**src/rtl/core/ggvc_pkg.sv**
```systemverilog
// shared types, constants and the arctangent table of the go-to-goal controller
// no dependencies
`default_nettype none

package ggvc_pkg;

   localparam int CORDIC_STAGES_DEF = 16;
   localparam int MAX_STAGES        = 24;

   localparam int POS_W  = 18;
   localparam int ANG_W  = 16;
   localparam int DIFF_W = POS_W + 1;
   localparam int XY_W   = 30;
   localparam int Z_W    = 20;
   localparam int DIST_W = 20;
   localparam int ERR_W  = 19;

   localparam logic signed [Z_W-1:0] HALF_PI_Q16 = 20'sd102944;
   localparam logic signed [ERR_W-1:0] PI_Q13     = 19'sd25736;
   localparam logic signed [ERR_W-1:0] TWO_PI_Q13 = 19'sd51472;
   localparam logic [29:0] INV_GAIN_Q30 = 30'd652032875;

   typedef enum logic [2:0] {
      CSR_LINEAR_GAIN      = 3'd0,
      CSR_MAX_LINEAR_SPEED = 3'd1,
      CSR_ANGULAR_GAIN     = 3'd2,
      CSR_MAX_ANGULAR_RATE = 3'd3,
      CSR_HEADING_WINDOW   = 3'd4,
      CSR_STOP_DISTANCE    = 3'd5
   } csr_index_type;

   typedef struct packed {
      logic [15:0] linear_gain;
      logic [15:0] max_linear_speed;
      logic [15:0] angular_gain;
      logic [14:0] max_angular_rate;
      logic [14:0] heading_window;
      logic [15:0] stop_distance;
   } cfg_type;

   typedef struct packed {
      logic signed [XY_W-1:0]  x;
      logic signed [XY_W-1:0]  y;
      logic signed [Z_W-1:0]   z;
      logic signed [ANG_W-1:0] heading;
      logic                    zero;
   } cordic_type;

   // round(atan(2^-i) * 2^16)
   function automatic logic [16:0] atan_q16(input logic [4:0] idx);
      logic [16:0] r;
      unique case (idx)
         5'd0:    r = 17'd51472;
         5'd1:    r = 17'd30386;
         5'd2:    r = 17'd16055;
         5'd3:    r = 17'd8150;
         5'd4:    r = 17'd4091;
         5'd5:    r = 17'd2047;
         5'd6:    r = 17'd1024;
         5'd7:    r = 17'd512;
         5'd8:    r = 17'd256;
         5'd9:    r = 17'd128;
         5'd10:   r = 17'd64;
         5'd11:   r = 17'd32;
         5'd12:   r = 17'd16;
         5'd13:   r = 17'd8;
         5'd14:   r = 17'd4;
         5'd15:   r = 17'd2;
         5'd16:   r = 17'd1;
         default: r = 17'd0;
      endcase
      return r;
   endfunction

endpackage

`default_nettype wire

```
**src/rtl/core/ggvc_back.sv**
```systemverilog
// output stages: distance scaling, bearing, angle wrap, gains, clamps
// depends on ggvc_pkg
`default_nettype none

module ggvc_back import ggvc_pkg::*; (
   input  wire logic        clock,
   input  wire logic        reset,
   input  wire cfg_type     cfg,
   input  wire logic        in_valid,
   output logic             in_ready,
   input  wire cordic_type  in_data,
   output logic             out_valid,
   input  wire logic        out_ready,
   output logic [15:0]      linear_speed,
   output logic signed [15:0] angular_rate
);

   logic va_ff, vb_ff, vc_ff, vd_ff;
   logic ra, rb, rc, rd;

   assign rd = !vd_ff || out_ready;
   assign rc = !vc_ff || rd;
   assign rb = !vb_ff || rc;
   assign ra = !va_ff || rb;
   assign in_ready = ra;

   // stage a: distance product and raw error
   logic [XY_W-2:0]          xc;
   logic [58:0]              prod;
   logic signed [Z_W:0]      zr;
   logic signed [ERR_W-1:0]  bear;
   logic [DIST_W-1:0]        dist_a_ff, dist_a_in;
   logic signed [ERR_W-1:0]  err_a_ff, err_a_in;

   always_comb begin
      xc   = in_data.x[XY_W-1] ? '0 : in_data.x[XY_W-2:0];
      prod = 59'(xc) * 59'(INV_GAIN_Q30) + (59'd1 << 37);
      zr   = {in_data.z[Z_W-1], in_data.z} + 21'sd4;
      bear = in_data.zero ? '0 : ERR_W'(zr >>> 3);
      dist_a_in = in_data.zero ? '0 : prod[38+DIST_W-1:38];
      err_a_in  = ERR_W'(in_data.heading) - bear;
   end

   // stage b: wrap once and linear gain product
   logic [ERR_W-1:0]         err_mag;
   logic signed [ERR_W-1:0]  err_b_ff, err_b_in;
   logic [DIST_W-1:0]        dist_b_ff;
   logic [35:0]              lin_prod_ff, lin_prod_in;

   always_comb begin
      err_mag = err_a_ff[ERR_W-1] ? ERR_W'(-err_a_ff) : ERR_W'(err_a_ff);
      err_b_in = err_a_ff;
      if (err_mag > ERR_W'(PI_Q13)) begin
         if (err_a_ff > 0) err_b_in = err_a_ff - TWO_PI_Q13;
         else              err_b_in = err_a_ff + TWO_PI_Q13;
      end
      lin_prod_in = 36'(cfg.linear_gain) * 36'(dist_a_ff);
   end

   // stage c: linear speed final, angular gain product, stop flag
   logic [ERR_W-1:0]         err_b_mag;
   logic [36:0]              lin_sum;
   logic [24:0]              lin_q;
   logic [15:0]              lin_c_ff, lin_c_in;
   logic signed [36:0]       ang_sum;
   logic signed [23:0]       ang_c_ff, ang_c_in;
   logic                     stop_c_ff, stop_c_in;

   always_comb begin
      err_b_mag = err_b_ff[ERR_W-1] ? ERR_W'(-err_b_ff) : ERR_W'(err_b_ff);
      lin_sum   = {1'b0, lin_prod_ff} + 37'd2048;
      lin_q     = lin_sum[36:12];
      if (lin_q > 25'(cfg.max_linear_speed)) lin_c_in = cfg.max_linear_speed;
      else                                   lin_c_in = lin_q[15:0];
      if (err_b_mag > ERR_W'(cfg.heading_window)) lin_c_in = '0;
      ang_sum  = 37'(err_b_ff) * 37'(signed'({1'b0, cfg.angular_gain})) + 37'sd4096;
      ang_c_in = 24'(ang_sum >>> 13);
      stop_c_in = dist_b_ff < DIST_W'(cfg.stop_distance);
   end

   // stage d: symmetric clamp and negation
   logic signed [23:0]       lim;
   logic signed [15:0]       ang_d_in;
   logic signed [15:0]       ang_d_ff;
   logic [15:0]              lin_d_ff;

   always_comb begin
      lim = 24'(signed'({1'b0, cfg.max_angular_rate}));
      if (ang_c_ff > lim)       ang_d_in = -16'(lim);
      else if (ang_c_ff < -lim) ang_d_in = 16'(lim);
      else                      ang_d_in = -16'(ang_c_ff);
      if (stop_c_ff) ang_d_in = '0;
   end

   always_ff @(posedge clock) begin
      if (reset) begin
         va_ff <= 1'b0;
         vb_ff <= 1'b0;
         vc_ff <= 1'b0;
         vd_ff <= 1'b0;
      end else begin
         if (ra) va_ff <= in_valid;
         if (rb) vb_ff <= va_ff;
         if (rc) vc_ff <= vb_ff;
         if (rd) vd_ff <= vc_ff;
      end
      if (ra && in_valid) begin
         dist_a_ff <= dist_a_in;
         err_a_ff  <= err_a_in;
      end
      if (rb && va_ff) begin
         err_b_ff    <= err_b_in;
         dist_b_ff   <= dist_a_ff;
         lin_prod_ff <= lin_prod_in;
      end
      if (rc && vb_ff) begin
         lin_c_ff  <= lin_c_in;
         ang_c_ff  <= ang_c_in;
         stop_c_ff <= stop_c_in;
      end
      if (rd && vc_ff) begin
         lin_d_ff <= lin_c_ff;
         ang_d_ff <= ang_d_in;
      end
   end

   assign out_valid    = vd_ff;
   assign linear_speed = lin_d_ff;
   assign angular_rate = ang_d_ff;

endmodule

`default_nettype wire

```
**config.mk**
```make
export PLATFORM = sky130hd
export DESIGN_NAME = ggvc_back
export DESIGN_NICKNAME = d
export VERILOG_FILES = /design/src/rtl/core/ggvc_pkg.sv /design/src/rtl/core/ggvc_back.sv
export SDC_FILE = /design/constraint.sdc
export NUM_CORES = 2
export LEC_CHECK = 0
export BUFFER_PORTS_ARGS = -buffer_cell sky130_fd_sc_hd__buf_2
export CORE_MARGIN = 2
export CORE_UTILIZATION = 30
export DETAILED_ROUTE_END_ITERATION = 10
export SLEW_MARGIN = 20
export SYNTH_ARGS = -nofsm -noshare
export SYNTH_HDL_FRONTEND = slang
export SYNTH_SLANG_ARGS = --single-unit
```
**constraint.sdc**
```tcl
create_clock -name clock -period 13.3 [get_ports clock]
set_input_delay 2.66 -clock clock [delete_from_list [all_inputs] [get_ports clock]]
set_output_delay 2.66 -clock clock [all_outputs]
set_load 0.05 [all_outputs]
```
==> results.txt <==
The run finished with clean final reports. For the number of nets in the synthesized netlist, the log shows 6762. The maximum number of buffers from clock root to sink is 2, and the number of nets in the layout is 6853. In this run the worst hold path is classified as flip-flop to flip-flop. The overall global routing resource usage was 16.05%.

The number of CTS-inserted buffers is 17. Counting distinct cell types in the post-synthesis netlist gives 72. The half-perimeter wire length after detailed placement came out at 106.9 mm. Area of the placeable core: 0.1602 mm².

The library cell used most frequently in the layout, excluding fill and tap cells, is inv_1. Global routing finished with a remaining overflow of 0. The floorplan step set the die height to 405.3 µm.

The run gives 0 as the final count of pins violating max slew. By startpoint and endpoint, the worst setup path is classified as primary input to flip-flop. Row generation in the floorplan step produced 147 rows. After detailed routing, the number of remaining DRC violations is 0. CTS saw 180 sinks. The worst hold path begins at lin_c_ff[15]. Achievable clock frequency: 91.91 MHz.

After detailed routing, the average wire length per cell comes to 17.60 µm. The tools report the number of antenna violations at the first check in global routing as 17. The mapped netlist covers 0.04830 mm². The path with the worst hold slack has its endpoint at linear_speed[15]. Clock-pin slew was measured on the worst setup and hold paths at 0.08 ns. Setup slack on the worst reg-to-reg path comes out at 6.14 ns. The die covers 0.1642 mm². The worst register-to-register path has a depth of 21. The origin of the worst setup path is in_data[96]. The pin count of the biggest net entering global routing was 53; the top fanout value on the critical path was 36.

The run gives 0 as the number of hold-repair buffers added at the cts stage. The worst path in the final design needs a cycle of 10.88 ns, including I/O delays and setup. In this run, synthesis inferred 176 flip-flops with an integrated enable.

The data required time of the critical path is 13.55 ns, and the total I/O pin count is 229. The count of nets left with antenna violations once routing finished came out at 0. The run gives 33560 as the total via count in the routed design.

The root buffer cell chosen for the clock tree is clkbuf_16. The initial utilization of the core area, before any placement, comes to 30.15%. The congestion estimate from routability-driven global placement came to 0.9336.

Port buffering added 196 buffers. The final setup violation count came out at 0. The number of global-route vias before repair came out at 36672.

The most used flip-flop cell after synthesis is edfxtp_1. The ratio of routed vias to standard cells is 4.637. TritonCTS built the clock tree. The run gives 0 ns as the total negative slack for setup checks. The depth of the CTS H-tree was 4; the iteration-0 DRC count of the detailed router was 1927. In this run the horizontal extent of the chip is 405.3 µm.

Arrival time at the worst endpoint: 11.13 ns. In the layout the commonest cells are 1205 x inv_1, 954 x fa_1, 643 x ha_1. The proportion of register bits with asynchronous set or reset after synthesis is 0%. The worst pin sits at a relative slew slack of 34.19%. The ratio of final minimum period to clock period came out at 81.81%. The count of cells resized by post-cts repair came out at 0. The worst setup path is launched from a primary input. A synthesized cell averages 9.718 µm². Between clock sinks in the finished design, the worst skew comes to 0.02087 ns.

Compared with the post-synthesis result, the final layout area differs by 8.225%. After technology mapping, the gate count stands at 4970. The endpoint identified for the worst register-to-register timing path is ang_c_ff[22]. STA classifies the critical path endpoint as a flip-flop.

The first global-routing pass estimated 204.1 mm of wire. Number of flip-flops and latches in the synthesized netlist: 180. The run gives 0 as the number of violations of the max-capacitance limit.

The post-route netlist has 5.873% of its cells at a drive strength greater than 1. Setup repair after global routing left no endpoint under its margin. The run gives 127.4 mm as the wire length after detailed routing.

The cell depth of the worst min-delay path is 0. Buffers added to address setup during post-CTS repair amount to 0. The startpoint identified for the worst register-to-register timing path is err_b_ff[4]. The clock latency of the later-clocked register in the worst-skew pair was 0.50 ns; the hold violation count in the final report was 0.

The run gives 0 as the warning count from the yosys run. For the part of the Yosys area used for sequential elements, the log shows 11.11%. For the pin with the worst max-slew slack, the measured transition is 0.9850 ns. Before antenna repair, the detailed router went through 5 iterations.
## registers in the layout (all words and copies together), names as in the netlist, 19 cells and up
name / count
dist_a_ff: 20
ang_c_ff: 24
dist_b_ff: 20
lin_prod_ff: 25
err_a_ff: 19
err_b_ff: 19
## how the worst max path moves through the flow
| stage | to | slack (ns) |
|---|---|---|
| floorplan | dist_a_ff[16] | 3.39 |
| global placement | dist_a_ff[16] | 1.97 |
| detailed placement | dist_a_ff[16] | 1.86 |
| CTS | dist_a_ff[16] | 2.42 |
| global route | dist_a_ff[16] | 2.02 |
| finish | dist_a_ff[16] | 2.42 |
## cell usage after synthesis (17+ instances only)
cell type,instances,area share [%]
nand2_1,479,3.7
nand2b_1,50,0.65
nand4_1,26,0.34
xnor2_1,125,2.3
a211oi_1,23,0.36
nor2_1,136,1.1
nor2b_1,55,0.71
clkbuf_1,140,1.1
o21ai_0,75,0.78
a21o_1,81,1.3
and2_1,264,3.4
o21a_1,17,0.26
fa_1,954,40
nand3_1,53,0.55
nor3_1,42,0.44
and3_1,31,0.40
inv_1,1205,9.4
xor2_1,56,1.0
a21oi_1,106,1.1
edfxtp_1,176,11
ha_1,643,17
## metrics by stage
stage / worst slack, ns / hold slack, ns / utilization [%] / instances / area (µm²)
3_3_place_gp: 1.966 / 0.4053 / 32.23 / 7200 / 51620
4_1_cts: 2.422 / 0.4252 / 32.61 / 7232 / 52240
3_5_place_dp: 1.859 / 0.4045 / 32.23 / 7200 / 51620
6_report: 2.420 / 0.4246 / 32.63 / 7238 / 52270
5_1_grt: 2.020 / 0.4337 / 32.63 / 7236 / 52270
2_1_floorplan: 3.387 / 0.4003 / - / 4970 / 48300
## per-layer routing
metal  share of wire [%]  up-vias  track usage (%)
li1                    -    15538                -
met1                  44    17036            20.97
met2                  49      839            27.69
met3                 6.0      135            2.848
met4                 1.7       12            3.332
met5               0.054        -                0
## layout make-up
| cell class | count | area [µm²] |
|---|---|---|
| multi-input cells | 3435 | 37880 |
| diodes | 4 | 10.01 |
| flip-flops and latches | 180 | 5365 |
| well taps | 2160 | 2703 |
| fillers | 16509 | 107900 |
| clock inverters | 14 | 182.7 |
| inverters | 1206 | 4527 |
| clock buffers | 18 | 429.2 |
| repair buffers | 221 | 1180 |
## critical path, stage by stage
cell	delay, ns
buf_2	0.53
nand2b_1	0.43
inv_1	0.28
ha_1	0.56
inv_1	0.16
fa_1	0.70
fa_1	0.49
fa_1	0.54
fa_1	0.50
inv_1	0.05
fa_1	0.38
fa_1	0.58
fa_1	0.44
ha_1	0.30
a21oi_1	0.21
o21ai_0	0.19
a211oi_1	0.26
nand2_1	0.08
o211a_1	0.27
o211ai_1	0.31
nand2_1	0.20
a31o_2	0.27
a221oi_1	0.33
mux2_2	0.38
## cells by family (layout without fill, tap and decap cells)
logic type | Yosys count | count (layout) | synth area share [%]
AO/OA/AOI/OAI | 428 | 428 | 6.005
adder cells (fa/ha/maj) | 1597 | 1597 | 56.20
flip-flops | 180 | 180 | 11.11
XOR/XNOR | 181 | 181 | 3.282
AND/OR/NAND/NOR | 1216 | 1216 | 12.55
other | 0 | 4 | 0
buffers and inverters | 1355 | 1459 | 10.57
multiplexers | 13 | 13 | 0.2849
Power is left out: the tool's default activity adds up to more than one toggle a clock period on the data nets, which glitch-free logic cannot reach.
