$ cat config.mk
export PLATFORM = sky130hd
export DESIGN_NAME = ggvc_front
export DESIGN_NICKNAME = d
export VERILOG_FILES = /design/src/rtl/core/ggvc_pkg.sv /design/src/rtl/core/ggvc_front.sv
export SDC_FILE = /design/constraint.sdc
export NUM_CORES = 1
export LEC_CHECK = 0
export ABC_AREA = 1
export BUFFER_PORTS_ARGS = -buffer_cell sky130_fd_sc_hd__buf_2
export CAP_MARGIN = 20
export CORE_UTILIZATION = 55
export CTS_CLUSTER_DIAMETER = 80
export DETAILED_ROUTE_END_ITERATION = 12
export PLACE_DENSITY_LB_ADDON = 0.1
export SYNTH_ARGS = -nofsm -noshare
export SYNTH_HDL_FRONTEND = slang
export SYNTH_SLANG_ARGS = --single-unit
$ cat constraint.sdc
create_clock -name clock -period 5.8 [get_ports clock]
set_input_delay 0.29 -clock clock [delete_from_list [all_inputs] [get_ports clock]]
set_output_delay 0.29 -clock clock [all_outputs]
set_load 0.005 [all_outputs]
$ cat src/rtl/core/ggvc_pkg.sv
// shared types, constants and the arctangent table of the go-to-goal controller
// no dependencies
`default_nettype none

package ggvc_pkg;

   localparam int CORDIC_STAGES_DEF = 16;
   localparam int MAX_STAGES        = 24;

   localparam int POS_W  = 18;
   localparam int ANG_W  = 16;
   localparam int DIFF_W = POS_W + 1;
   localparam int XY_W   = 30;
   localparam int Z_W    = 20;
   localparam int DIST_W = 20;
   localparam int ERR_W  = 19;

   localparam logic signed [Z_W-1:0] HALF_PI_Q16 = 20'sd102944;
   localparam logic signed [ERR_W-1:0] PI_Q13     = 19'sd25736;
   localparam logic signed [ERR_W-1:0] TWO_PI_Q13 = 19'sd51472;
   localparam logic [29:0] INV_GAIN_Q30 = 30'd652032875;

   typedef enum logic [2:0] {
      CSR_LINEAR_GAIN      = 3'd0,
      CSR_MAX_LINEAR_SPEED = 3'd1,
      CSR_ANGULAR_GAIN     = 3'd2,
      CSR_MAX_ANGULAR_RATE = 3'd3,
      CSR_HEADING_WINDOW   = 3'd4,
      CSR_STOP_DISTANCE    = 3'd5
   } csr_index_type;

   typedef struct packed {
      logic [15:0] linear_gain;
      logic [15:0] max_linear_speed;
      logic [15:0] angular_gain;
      logic [14:0] max_angular_rate;
      logic [14:0] heading_window;
      logic [15:0] stop_distance;
   } cfg_type;

   typedef struct packed {
      logic signed [XY_W-1:0]  x;
      logic signed [XY_W-1:0]  y;
      logic signed [Z_W-1:0]   z;
      logic signed [ANG_W-1:0] heading;
      logic                    zero;
   } cordic_type;

   // round(atan(2^-i) * 2^16)
   function automatic logic [16:0] atan_q16(input logic [4:0] idx);
      logic [16:0] r;
      unique case (idx)
         5'd0:    r = 17'd51472;
         5'd1:    r = 17'd30386;
         5'd2:    r = 17'd16055;
         5'd3:    r = 17'd8150;
         5'd4:    r = 17'd4091;
         5'd5:    r = 17'd2047;
         5'd6:    r = 17'd1024;
         5'd7:    r = 17'd512;
         5'd8:    r = 17'd256;
         5'd9:    r = 17'd128;
         5'd10:   r = 17'd64;
         5'd11:   r = 17'd32;
         5'd12:   r = 17'd16;
         5'd13:   r = 17'd8;
         5'd14:   r = 17'd4;
         5'd15:   r = 17'd2;
         5'd16:   r = 17'd1;
         default: r = 17'd0;
      endcase
      return r;
   endfunction

endpackage

`default_nettype wire

$ cat src/rtl/core/ggvc_front.sv
// input stage: goal vector, q.20 scaling and left half plane pre-rotation
// depends on ggvc_pkg
`default_nettype none

module ggvc_front import ggvc_pkg::*; (
   input  wire logic                    clock,
   input  wire logic                    reset,
   input  wire logic                    in_valid,
   output logic                         in_ready,
   input  wire logic signed [POS_W-1:0] pos_x,
   input  wire logic signed [POS_W-1:0] pos_y,
   input  wire logic signed [ANG_W-1:0] heading,
   input  wire logic signed [POS_W-1:0] goal_x,
   input  wire logic signed [POS_W-1:0] goal_y,
   output logic                         out_valid,
   input  wire logic                    out_ready,
   output cordic_type                   out_data
);

   logic       valid_ff;
   cordic_type data_ff, data_in;
   logic signed [DIFF_W-1:0] dx, dy;
   logic signed [XY_W-1:0]   x0, y0;

   assign in_ready = !valid_ff || out_ready;

   always_comb begin
      dx = {goal_x[POS_W-1], goal_x} - {pos_x[POS_W-1], pos_x};
      dy = {goal_y[POS_W-1], goal_y} - {pos_y[POS_W-1], pos_y};
      x0 = {{(XY_W-DIFF_W-8){dx[DIFF_W-1]}}, dx, 8'b0};
      y0 = {{(XY_W-DIFF_W-8){dy[DIFF_W-1]}}, dy, 8'b0};
      data_in.heading = heading;
      data_in.zero    = (dx == '0) && (dy == '0);
      if (x0 < 0) begin
         if (y0 >= 0) begin
            data_in.x = y0;
            data_in.y = -x0;
            data_in.z = HALF_PI_Q16;
         end else begin
            data_in.x = -y0;
            data_in.y = x0;
            data_in.z = -HALF_PI_Q16;
         end
      end else begin
         data_in.x = x0;
         data_in.y = y0;
         data_in.z = '0;
      end
   end

   always_ff @(posedge clock) begin
      if (reset) begin
         valid_ff <= 1'b0;
      end else if (in_ready) begin
         valid_ff <= in_valid;
      end
      if (in_ready && in_valid) begin
         data_ff <= data_in;
      end
   end

   assign out_valid = valid_ff;
   assign out_data  = data_ff;

endmodule

`default_nettype wire

==> results.yml, run 1 <==
detailed_routing:
  routed_via_density: 5.127
  dr_wl_met2_um: 6460
  wl_met3_um: 1366
  vias: 5953
  met1_length_um: 6721
  drt-initial-drc-count: 469
  routed_wl_um: 14820
  wl_per_cell_um: 12.76
  ant_nets: 0
  firstDrtPassIters: 6
  dr.max_layer_used: "met4"
  drc_errors: 0
layout:
  nets: 1152
  layout-drive-gt1-share_pct: 23.02
  n_antenna_cell: 0
  area_growth_pct: 16.90
  fill_cells: 949
worst_setup_path:
  timing.rr.start: "out_valid$_SDFFE_PP0N_"
  critPathCaptureType: "register"
  path_class: "in -> reg"
  cp_max_fo: 50
  cp-start-kind: "primary input"
  worstPathArrival_ns: 2.87
  cp.required_ns: 5.85
  crit_path_start: "pos_x[3]"
clocking:
  ctsHoldBuffers: 0
  numCtsBuffers: 9
  clk_latency_ns: 0.34
  cts_sinks: 65
  clockBufferDepth: 2
  cts_resized: 0
  cts_setup_buffers: 0
  cts.htree.levels: 3
  cts-root-buf: "clkbuf_8"
  tritoncts: "done"
  path_clk_slew_ns: 0.07
pwr:
  power_density_mw_per_mm2: 251.4
  peakVddDrop_mv: 0.2180
  total_leakage_power_nw: 3.783
global_route:
  grt_max_degree: 57
  grt_pass1_wl_um: 24310
  track_usage_pct: 26.76
  antenna_found_initial: 0
  grt_pass1_vias: 5257
  grt.overflow.total: 0
sta:
  min_period_over_period_pct: 48.62
  whs_ns: 0.09861
  slew_headroom_pct: 51.29
  rsz0062_at_grt: "false"
  finalSetupTns_ns: 0
  setup_viol: 0
  worst_slew_pin_slew_ns: 0.7297
  finalHoldViolCount: 0
  fin_crit_ns: 2.820
  skew_ns: 0.004554
  fmax_mhz: 354.6
  final-max-slew-violation-count: 0
yosys:
  avgSynthCellArea_um2: 7.035
  synthCells: 861
  synth-seq-area-share_pct: 32.06
  ys_types: 38
  ys_ff_latch: 65
  yosys_warnings: 0
  synthesis.area_mm2: 0.006057
outcome:
  status: "finished, final reports clean"
run:
  maxCapViolations: 0
die:
  fp.dieH_um: 106.9
  fp-row-count: 37
  dieArea_mm2: 0.01144
  core_mm2: 0.01051
  die_w_um: 106.9
  initial_core_util_pct: 57.64
  ios: 191
placed_design:
  hpwlAfterDp_um: 11790
  gp_congestion: 0.9332
  port_buffers: 169
worst_hold_path:
  hp-class: "in -> reg"
  min_from: "reset"
-- metrics by stage --
step                area (µm²)  total power, mW  worst slack [ns]  std cells  util [%]
finish                    7081            1.780             2.980       1161     67.38
global route              7081            1.900             2.712       1161     67.38
CTS                       7081            1.782             3.066       1161     67.38
detailed placement        6847            1.319             2.742       1145     65.15
global placement          6847            1.309             2.816       1145     65.15
floorplan                 6143            1.139             1.832        884         -
-- logic make-up (layout without fill, tap and decap cells) --
family | count (synthesis) | count (layout) | synth area share (%)
flip-flops | 65 | 65 | 32.06
AND/OR/NAND/NOR | 460 | 460 | 34.37
adder cells (fa/ha/maj) | 40 | 40 | 8.511
buffers and inverters | 191 | 332 | 14.56
AO/OA/AOI/OAI | 85 | 85 | 7.684
other | 1 | 24 | 0.06191
XOR/XNOR | 19 | 19 | 2.747
-- per-layer routing --
metal	up-vias	GRT usage [%]
met3	23	4.195
met2	322	42.26
met5	-	0
li1	3041	-
met4	0	7.632
met1	2567	37.87
-- critical path, stage by stage --
cell	delay, ns
buf_2	0.07
inv_1	0.03
ha_1	0.37
a21oi_1	0.27
nor2_1	0.11
o21ai_2	0.16
nand2_1	0.07
nand2_1	0.08
nand3_1	0.07
nand2_1	0.09
nand2_2	0.30
inv_2	0.68
o21ai_0	0.25
-- state kept, by name, summed over array words and instances, names as in the netlist --
signal     count
out_data      64
out_valid      1
-- worst paths after layout --
| path | depth (start not counted) | slack [ns] | end |
|---|---|---|---|
| setup / recovery | 13 | 2.98 | out_data[88]$_DFFE_PP_ |
| hold / removal | 2 | 0.1 | out_valid$_SDFFE_PP0N_ |
| setup reg to reg | 2 | 4.06 | out_data[12]$_DFFE_PP_ |
| hold reg to reg | 2 | 0.57 | out_valid$_SDFFE_PP0N_ |
-- Yosys cell counts (all sizes together) --
cell type | number | area share, %
a211oi | 1 | 0.12
and3 | 1 | 0.10
a21oi | 34 | 3.0
nand3 | 82 | 7.1
fa | 2 | 0.66
o211ai | 2 | 0.25
xnor2 | 2 | 0.29
nand2 | 265 | 17
nand3b | 13 | 1.6
buf | 45 | 5.5
xor2 | 17 | 2.5
dfxtp | 1 | 0.33
nor2 | 70 | 5.3
nand4 | 21 | 2.3
or2 | 2 | 0.21
o21ai | 44 | 3.8
inv | 145 | 9.0
o21bai | 3 | 0.37
o21a | 1 | 0.12
clkinv | 1 | 0.062
conb | 1 | 0.062
edfxtp | 64 | 32
ha | 38 | 7.8
nor3 | 6 | 0.50
-- power breakdown --
group / internal, mW / leakage (nW) / total (mW) / switching (mW)
Combinational: 0.247 / 3.04 / 0.698 / 0.452
Clock: 0.284 / 0.116 / 0.458 / 0.175
Sequential: 0.606 / 0.631 / 0.624 / 0.0177
-- cell type report --
class	count	area [µm²]	share of cell area (%)
multi-input cells	628	3331	47.04
flip-flops and latches	65	1942	27.43
repair buffers	170	853.3	12.05
inverters	146	550.5	7.775
well taps	136	170.2	2.403
clock buffers	10	127.6	1.802
clock inverters	6	106.4	1.502
-- cell usage in the layout, fill, tap and decap left out, types with 2 or more instances in the layout --
cell type,count
clkbuf_8,9
o21ai_1,11
o21bai_1,3
a21oi_2,3
clkinv_1,3
buf_2,169
fa_1,2
nor3_1,6
inv_1,136
nor2_4,5
nand3b_1,13
nor2_1,57
nand2_1,246
ha_1,38
o21ai_2,3
nand3_2,4
edfxtp_1,64
conb_1,24
nor2_2,8
nand4_1,20
inv_2,8
o21ai_0,30
bufinv_16,3
xor2_1,17
nand3_1,78
o211ai_1,2
xnor2_1,2
nand2_2,18
a21oi_1,30
(Power assumes the default switching activity.)
==> inputs of run 2 (changes only) <==
--- a/config.mk
+++ b/config.mk
@@ -5,10 +5,10 @@
 export SDC_FILE = /design/constraint.sdc
 export NUM_CORES = 1
 export LEC_CHECK = 0
-export ABC_AREA = 1
+export ABC_AREA = 0
 export BUFFER_PORTS_ARGS = -buffer_cell sky130_fd_sc_hd__buf_2
 export CAP_MARGIN = 20
-export CORE_UTILIZATION = 55
+export CORE_UTILIZATION = 52
 export CTS_CLUSTER_DIAMETER = 80
 export DETAILED_ROUTE_END_ITERATION = 12
 export PLACE_DENSITY_LB_ADDON = 0.1
==> constraint.sdc (replaced) <==
create_clock -name clock -period 2.9 [get_ports clock]
set_input_delay 0.145 -clock clock [delete_from_list [all_inputs] [get_ports clock]]
set_output_delay 0.145 -clock clock [all_outputs]
set_load 0.005 [all_outputs]
==> run 2 against run 1 <==
  * The run now ends with negative setup slack left
  * Core utilization rose by 7.0 points
  * Via count fell by 7.2%
  * Non-clock buffer count rose by 127
  * First-iteration DRC count fell by 42%
  * Flip-flop and latch count did not move
  * Die area fell by 2.0%
  * Combinational power rose by 140%
  * Sequential share of layout area fell by 2.3 points
  * Final area rose by 8.9%
  * Routed wire length rose by 3.4%
  * Total power rose by 110%
  * Worst setup slack got worse by 3.0 ns
  * Critical endpoint is now out_data[0]$_DFFE_PP_
  * Largest cell class unchanged
==> results.yml, run 2 <==
layout:
  final_area_mm2: 0.007714
  nets: 1019
  area_growth_pct: 37.49
  final_cell_mix: "168 x buf_2, 109 x buf_4, 64 x edfxtp_1"
  fill_cells: 778
  largest_register_ffs: 64
  layout-drive-gt1-share_pct: 37.89
  n_antenna_cell: 0
  final_common_cell: "buf_2"
sta:
  whs_ns: 0.06036
  final-max-slew-violation-count: 0
  fin_crit_ns: 2.922
  slew_headroom_pct: 58.00
  rsz0062_at_grt: "true"
  skew_ns: 0.01053
  setup_ws_ns: -0.02163
  setup_viol: 1
  fmax_mhz: 342.3
  worst_slew_pin_slew_ns: 0.6220
  finalHoldViolCount: 0
  finalSetupTns_ns: -0.02163
  min_period_over_period_pct: 100.7
die:
  fp-row-count: 37
  dieArea_mm2: 0.01121
  die_w_um: 105.9
  fp.dieH_um: 105.9
  core_mm2: 0.01037
  initial_core_util_pct: 54.10
  ios: 191
placed_design:
  place_ws_ns: -0.3995
  port_buffers: 169
  gp_congestion: 0.8603
  place_area_mm2: 0.007246
  hpwlAfterDp_um: 12150
global_route:
  grt_pass1_vias: 5398
  grt.busiest_layer: "met2"
  grt_max_degree: 42
  grt.overflow.total: 0
  met1_usage_pct: 33.62
  antenna_found_initial: 0
  track_usage_pct: 27.75
  grt_use_met2_pct: 49.77
  grt_pass1_wl_um: 24710
  use_met3_pct: 3.711
detailed_routing:
  routed_wl_um: 15320
  routed_via_density: 5.375
  wl_per_cell_um: 14.90
  vias: 5525
  drc_errors: 0
  firstDrtPassIters: 5
  drt-initial-drc-count: 274
  ant_nets: 0
yosys:
  synth-seq-area-share_pct: 34.61
  ys_ff_latch: 65
  synthesis.area_mm2: 0.005610
  ys.flop_type: "edfxtp_1"
  synth.most_common_cell: "edfxtp_1"
  yosys_warnings: 0
  synthCells: 614
  async_flop_share_pct: 0
  ys_types: 71
  yosysTopAreaCell: "edfxtp_1"
  avgSynthCellArea_um2: 9.137
  ys_top_cells_by_count: "64 x edfxtp_1, 56 x inv_1, 53 x a21oi_1"
  netlist_top_cells_area: "edfxtp_1 34%, ha_1 8.5%, a21oi_1 4.7%"
  synth_edf_count: 64
  yosysTopAreaCellShare_pct: 34.26
pwr:
  pwr-share-seq_pct: 33.4
  total_leakage_power_nw: 3.621
  power.switching_mw: 1.283
  peakVddDrop_mv: 0.3062
  power.share.clock_pct: 21.2
  power_density_mw_per_mm2: 478.1
  p_int_mw: 2.405
  switching_share_pct: 34.79
  combPwrFrac_pct: 45.4
clocking:
  cts_setup_buffers: 0
  tritoncts: "done"
  cts-root-buf: "clkbuf_8"
  cts.htree.levels: 3
  cts_sinks: 65
  clk_latency_ns: 0.34
  path_clk_slew_ns: 0.09
  clockBufferDepth: 2
  numCtsBuffers: 9
outcome:
  violations: "negative setup slack"
  status: "complete, but fails checks"
run:
  maxCapViolations: 0
worst_setup_path:
  cp_max_fo: 4
  critPathCaptureType: "register"
  crit_path_top_delay_cell: "a2111o_1"
  cp.required_ns: 3.06
  cp_common_cell: "or3_4"
  critPathBufInv: 3
  worstPathArrival_ns: 3.08
  cp-start-kind: "primary input"
  critPathTopFamily: "simple AND/OR/NAND/NOR gates"
  crit_chain: "buf_8 > inv_12 > ha_4 > inv_2 > fa_2 > a211oi_4 > o211ai_2 > a2111o_1 > nand2_2 > xnor2_2 > or3_4 > or3_1 > or3_4 > nor4_4"
  slowest_delay_ns: 0.41
  path_class: "in -> reg"
worst_hold_path:
  hp-class: "in -> reg"
[run 2: cell types whose count changed after synthesis, sizes merged, moves of 11 or more]
cell	previous run	this run
clkbuf	0	18
mux2i	0	13
xnor2	2	28
nand3b	13	1
inv	145	56
a21oi	34	53
o211ai	2	13
nand2	265	34
nand3	82	11
nand4	21	8
nor2	70	33
[run 2: tightest hold or removal path: stages]
cell     delay [ns]
buf_2          0.10
inv_1          0.05
a21oi_1        0.05
[run 2: logic make-up (layout without fill, tap and decap cells)]
kind of cell | after synthesis | in the layout | share of synthesized area (%)
xor+xnor | 48 | 48 | 7.493
simple gates | 152 | 152 | 14.16
other cells | 1 | 24 | 0.06684
buf+inv | 114 | 369 | 10.21
flops | 65 | 65 | 34.61
compound gates | 180 | 180 | 21.74
mux | 14 | 14 | 2.520
fa+ha+maj | 40 | 40 | 9.188
[run 2: repair_timing]
action                                  4_1_cts  5_1_grt
pin swaps                                     0        2
hold buffers                                 16        1
hold endpoints to repair                     16        1
endpoints found under the setup margin        1       16
resized for setup                             3       17
[run 2: cell type report]
type	instances	area [µm²]	share of cell area [%]
clock buffers	9	123.9	1.606
clock inverters	7	77.57	1.006
inverters	56	222.7	2.887
multi-input cells	458	3302	42.81
flip-flops and latches	65	1942	25.17
well taps	136	170.2	2.206
repair buffers	297	1876	24.31
[run 2: layer usage]
| layer | wire length, µm | vias to the layer above |
|---|---|---|
| met5 | 0 | - |
| met4 | 414 | 0 |
| met3 | 877 | 31 |
| met2 | 7617 | 233 |
| met1 | 6412 | 2521 |
| li1 | - | 2740 |
[run 2: power groups by stage]
stage	Sequential, mW	Clock (mW)	Combinational (mW)
2_1_floorplan	1.26	0	0.918
3_3_place_gp	1.25	0	1.56
3_5_place_dp	1.25	0	1.60
4_1_cts	1.23	0.780	1.63
5_1_grt	1.24	0.824	1.83
6_report	1.23	0.780	1.68
[run 2: metrics by stage]
| stage | std cells | util, % | total power [mW] |
|---|---|---|---|
| after CTS | 1027 | 73.49 | 3.642 |
| final | 1028 | 74.38 | 3.688 |
| after global routing | 1028 | 74.38 | 3.896 |
| after floorplan | 637 | - | 2.182 |
| after global placement | 995 | 69.87 | 2.809 |
| after detailed placement | 995 | 69.87 | 2.851 |
[run 2: final timing paths]
| check | start | to | cells after the start | slack (ns) |
|---|---|---|---|---|
| setup / recovery | goal_x[0] | out_data[0]$_DFFE_PP_ | 14 | -0.02 |
| hold / removal | in_valid | out_valid$_SDFFE_PP0N_ | 3 | 0.06 |
| setup reg to reg | out_valid$_SDFFE_PP0N_ | out_data[84]$_DFFE_PP_ | 3 | 1.29 |
| hold reg to reg | out_valid$_SDFFE_PP0N_ | out_valid$_SDFFE_PP0N_ | 2 | 0.54 |
==> inputs of run 3 (changes only) <==
--- a/config.mk
+++ b/config.mk
@@ -5,10 +5,10 @@
 export SDC_FILE = /design/constraint.sdc
 export NUM_CORES = 1
 export LEC_CHECK = 0
-export ABC_AREA = 0
+export ABC_AREA = 1
 export BUFFER_PORTS_ARGS = -buffer_cell sky130_fd_sc_hd__buf_2
 export CAP_MARGIN = 20
-export CORE_UTILIZATION = 52
+export CORE_UTILIZATION = 53
 export CTS_CLUSTER_DIAMETER = 80
 export DETAILED_ROUTE_END_ITERATION = 12
 export PLACE_DENSITY_LB_ADDON = 0.1
==> run 3 against run 2 <==
  * The run now ends clean
  * Die area rose by 5.8%
  * Count of clock-buffer cells in the layout grew 2
  * Clock skew down 0.0078 ns
  * Total power is 1.2% higher
  * Critical path depth is 3 higher
  * Routed wire length down 2.3%
  * Cell count rose by 15%
  * Combinational power decreased by 15%
  * Critical path type unchanged
  * Largest cell class unchanged
  * Largest power group unchanged
==> results.yml, run 3 (same netlist as run 1, synthesis figures left out) <==
sta:
  rsz0062_at_grt: "false"
  fin_crit_ns: 2.509
  finalHoldViolCount: 0
  slew_headroom_pct: 48.07
  worst_slew_pin_slew_ns: 0.7790
  min_period_over_period_pct: 86.53
  setup_viol: 0
  finalSetupTns_ns: 0
  setup_ws_ns: 0.3905
  skew_ns: 0.002758
  fmax_mhz: 398.5
  final-max-slew-violation-count: 0
detailed_routing:
  routed_wl_um: 14970
  vias: 5961
  drt-initial-drc-count: 286
  routed_via_density: 5.026
  wl_per_cell_um: 12.63
  firstDrtPassIters: 7
  drc_errors: 0
  ant_nets: 0
layout:
  final_cell_mix: "246 x nand2_1, 169 x buf_2, 136 x inv_1"
  layout-drive-gt1-share_pct: 23.23
  final_common_cell: "nand2_1"
  area_growth_pct: 21.30
  final_area_mm2: 0.007347
  largest_register_ffs: 64
  nets: 1173
  n_antenna_cell: 0
global_route:
  track_usage_pct: 25.86
  grt_pass1_wl_um: 23930
  antenna_found_initial: 0
  grt.overflow.total: 0
  grt_pass1_vias: 5197
  grt_max_degree: 65
worst_setup_path:
  critPathTopFamily: "simple AND/OR/NAND/NOR gates"
  critPathBufInv: 4
  worstPathArrival_ns: 2.55
  cp_max_fo: 4
  crit_chain: "buf_2 > ha_1 > inv_1 > fa_1 > inv_1 > ha_1 > inv_1 > nor2_1 > nand3_2 > nor2_4 > nand4_1 > nor2_2 > nand2_1 > nand2_1 > nand2_1 > nand3_1 > o21ai_0"
  cp-start-kind: "primary input"
  critPathCaptureType: "register"
  reg2reg_slack_ns: 1.37
  slowest_delay_ns: 0.47
  path_class: "in -> reg"
  cp.required_ns: 2.94
  crit_path_top_delay_cell: "fa_1"
pwr:
  power_mw: 3.733
  peakVddDrop_mv: 0.4659
  power_density_mw_per_mm2: 508.1
  total_leakage_power_nw: 3.900
outcome:
  status: "finished, final reports clean"
clocking:
  cts.htree.levels: 3
  clk_latency_ns: 0.32
  clockBufferDepth: 2
  cts_resized: 0
  path_clk_slew_ns: 0.05
  cts_sinks: 65
  cts_setup_buffers: 0
  tritoncts: "done"
  cts-root-buf: "clkbuf_16"
  ctsHoldBuffers: 16
  numCtsBuffers: 9
die:
  initial_core_util_pct: 55.15
  ios: 191
  fp-row-count: 38
  core_mm2: 0.01098
  die_w_um: 108.9
  dieArea_mm2: 0.01186
  fp.dieH_um: 108.9
run:
  maxCapViolations: 0
placed_design:
  hpwlAfterDp_um: 12140
  port_buffers: 169
  gp_congestion: 0.9087
  place_ws_ns: 0.1036
  place_area_mm2: 0.006889
worst_hold_path:
  hp-class: "in -> reg"
run 3: through the flow:
step / utilization [%] / hold slack [ns] / std cells
floorplan: - / 0.2141 / 884
global placement: 62.72 / 0.3064 / 1154
detailed placement: 62.72 / 0.3101 / 1154
CTS: 66.89 / 0.00007519 / 1186
global route: 66.89 / 0.001206 / 1186
finish: 66.89 / 0.01514 / 1186
run 3: report_power, final:
part	internal, mW	switching (mW)	leakage (nW)
Combinational	0.522	0.906	3.13
Clock	0.684	0.367	0.142
Sequential	1.21	0.0385	0.631
Total	2.42	1.31	3.90
run 3: path summary, 6_finish.rpt:
| kind | depth (start not counted) | end | from |
|---|---|---|---|
| setup / recovery | 17 | out_data[59]$_DFFE_PP_ | pos_x[0] |
| hold / removal | 1 | out_data[14]$_DFFE_PP_ | heading[13] |
| setup reg to reg | 2 | out_data[33]$_SDFFCE_PP0P_ | out_valid$_SDFFE_PP0N_ |
| hold reg to reg | 2 | out_valid$_SDFFE_PP0N_ | out_valid$_SDFFE_PP0N_ |
run 3: final cells by class:
cell class	instances	area (µm²)
multi-input combinational	628	3331
fill	984	3636
tap	140	175.2
clock inverter	5	55.05
sequential	65	1942
timing repair buffer	191	1051
clock buffer	11	242.7
inverter	146	550.5
run 3: layer usage:
layer / up-vias / share of wire [%] / global-route usage, %
met5: - / 0 / 0
met4: 0 / 0.87 / 7.336
met3: 13 / 7.0 / 2.869
met2: 252 / 46 / 43.85
met1: 2600 / 46 / 34.63
li1: 3096 / - / -
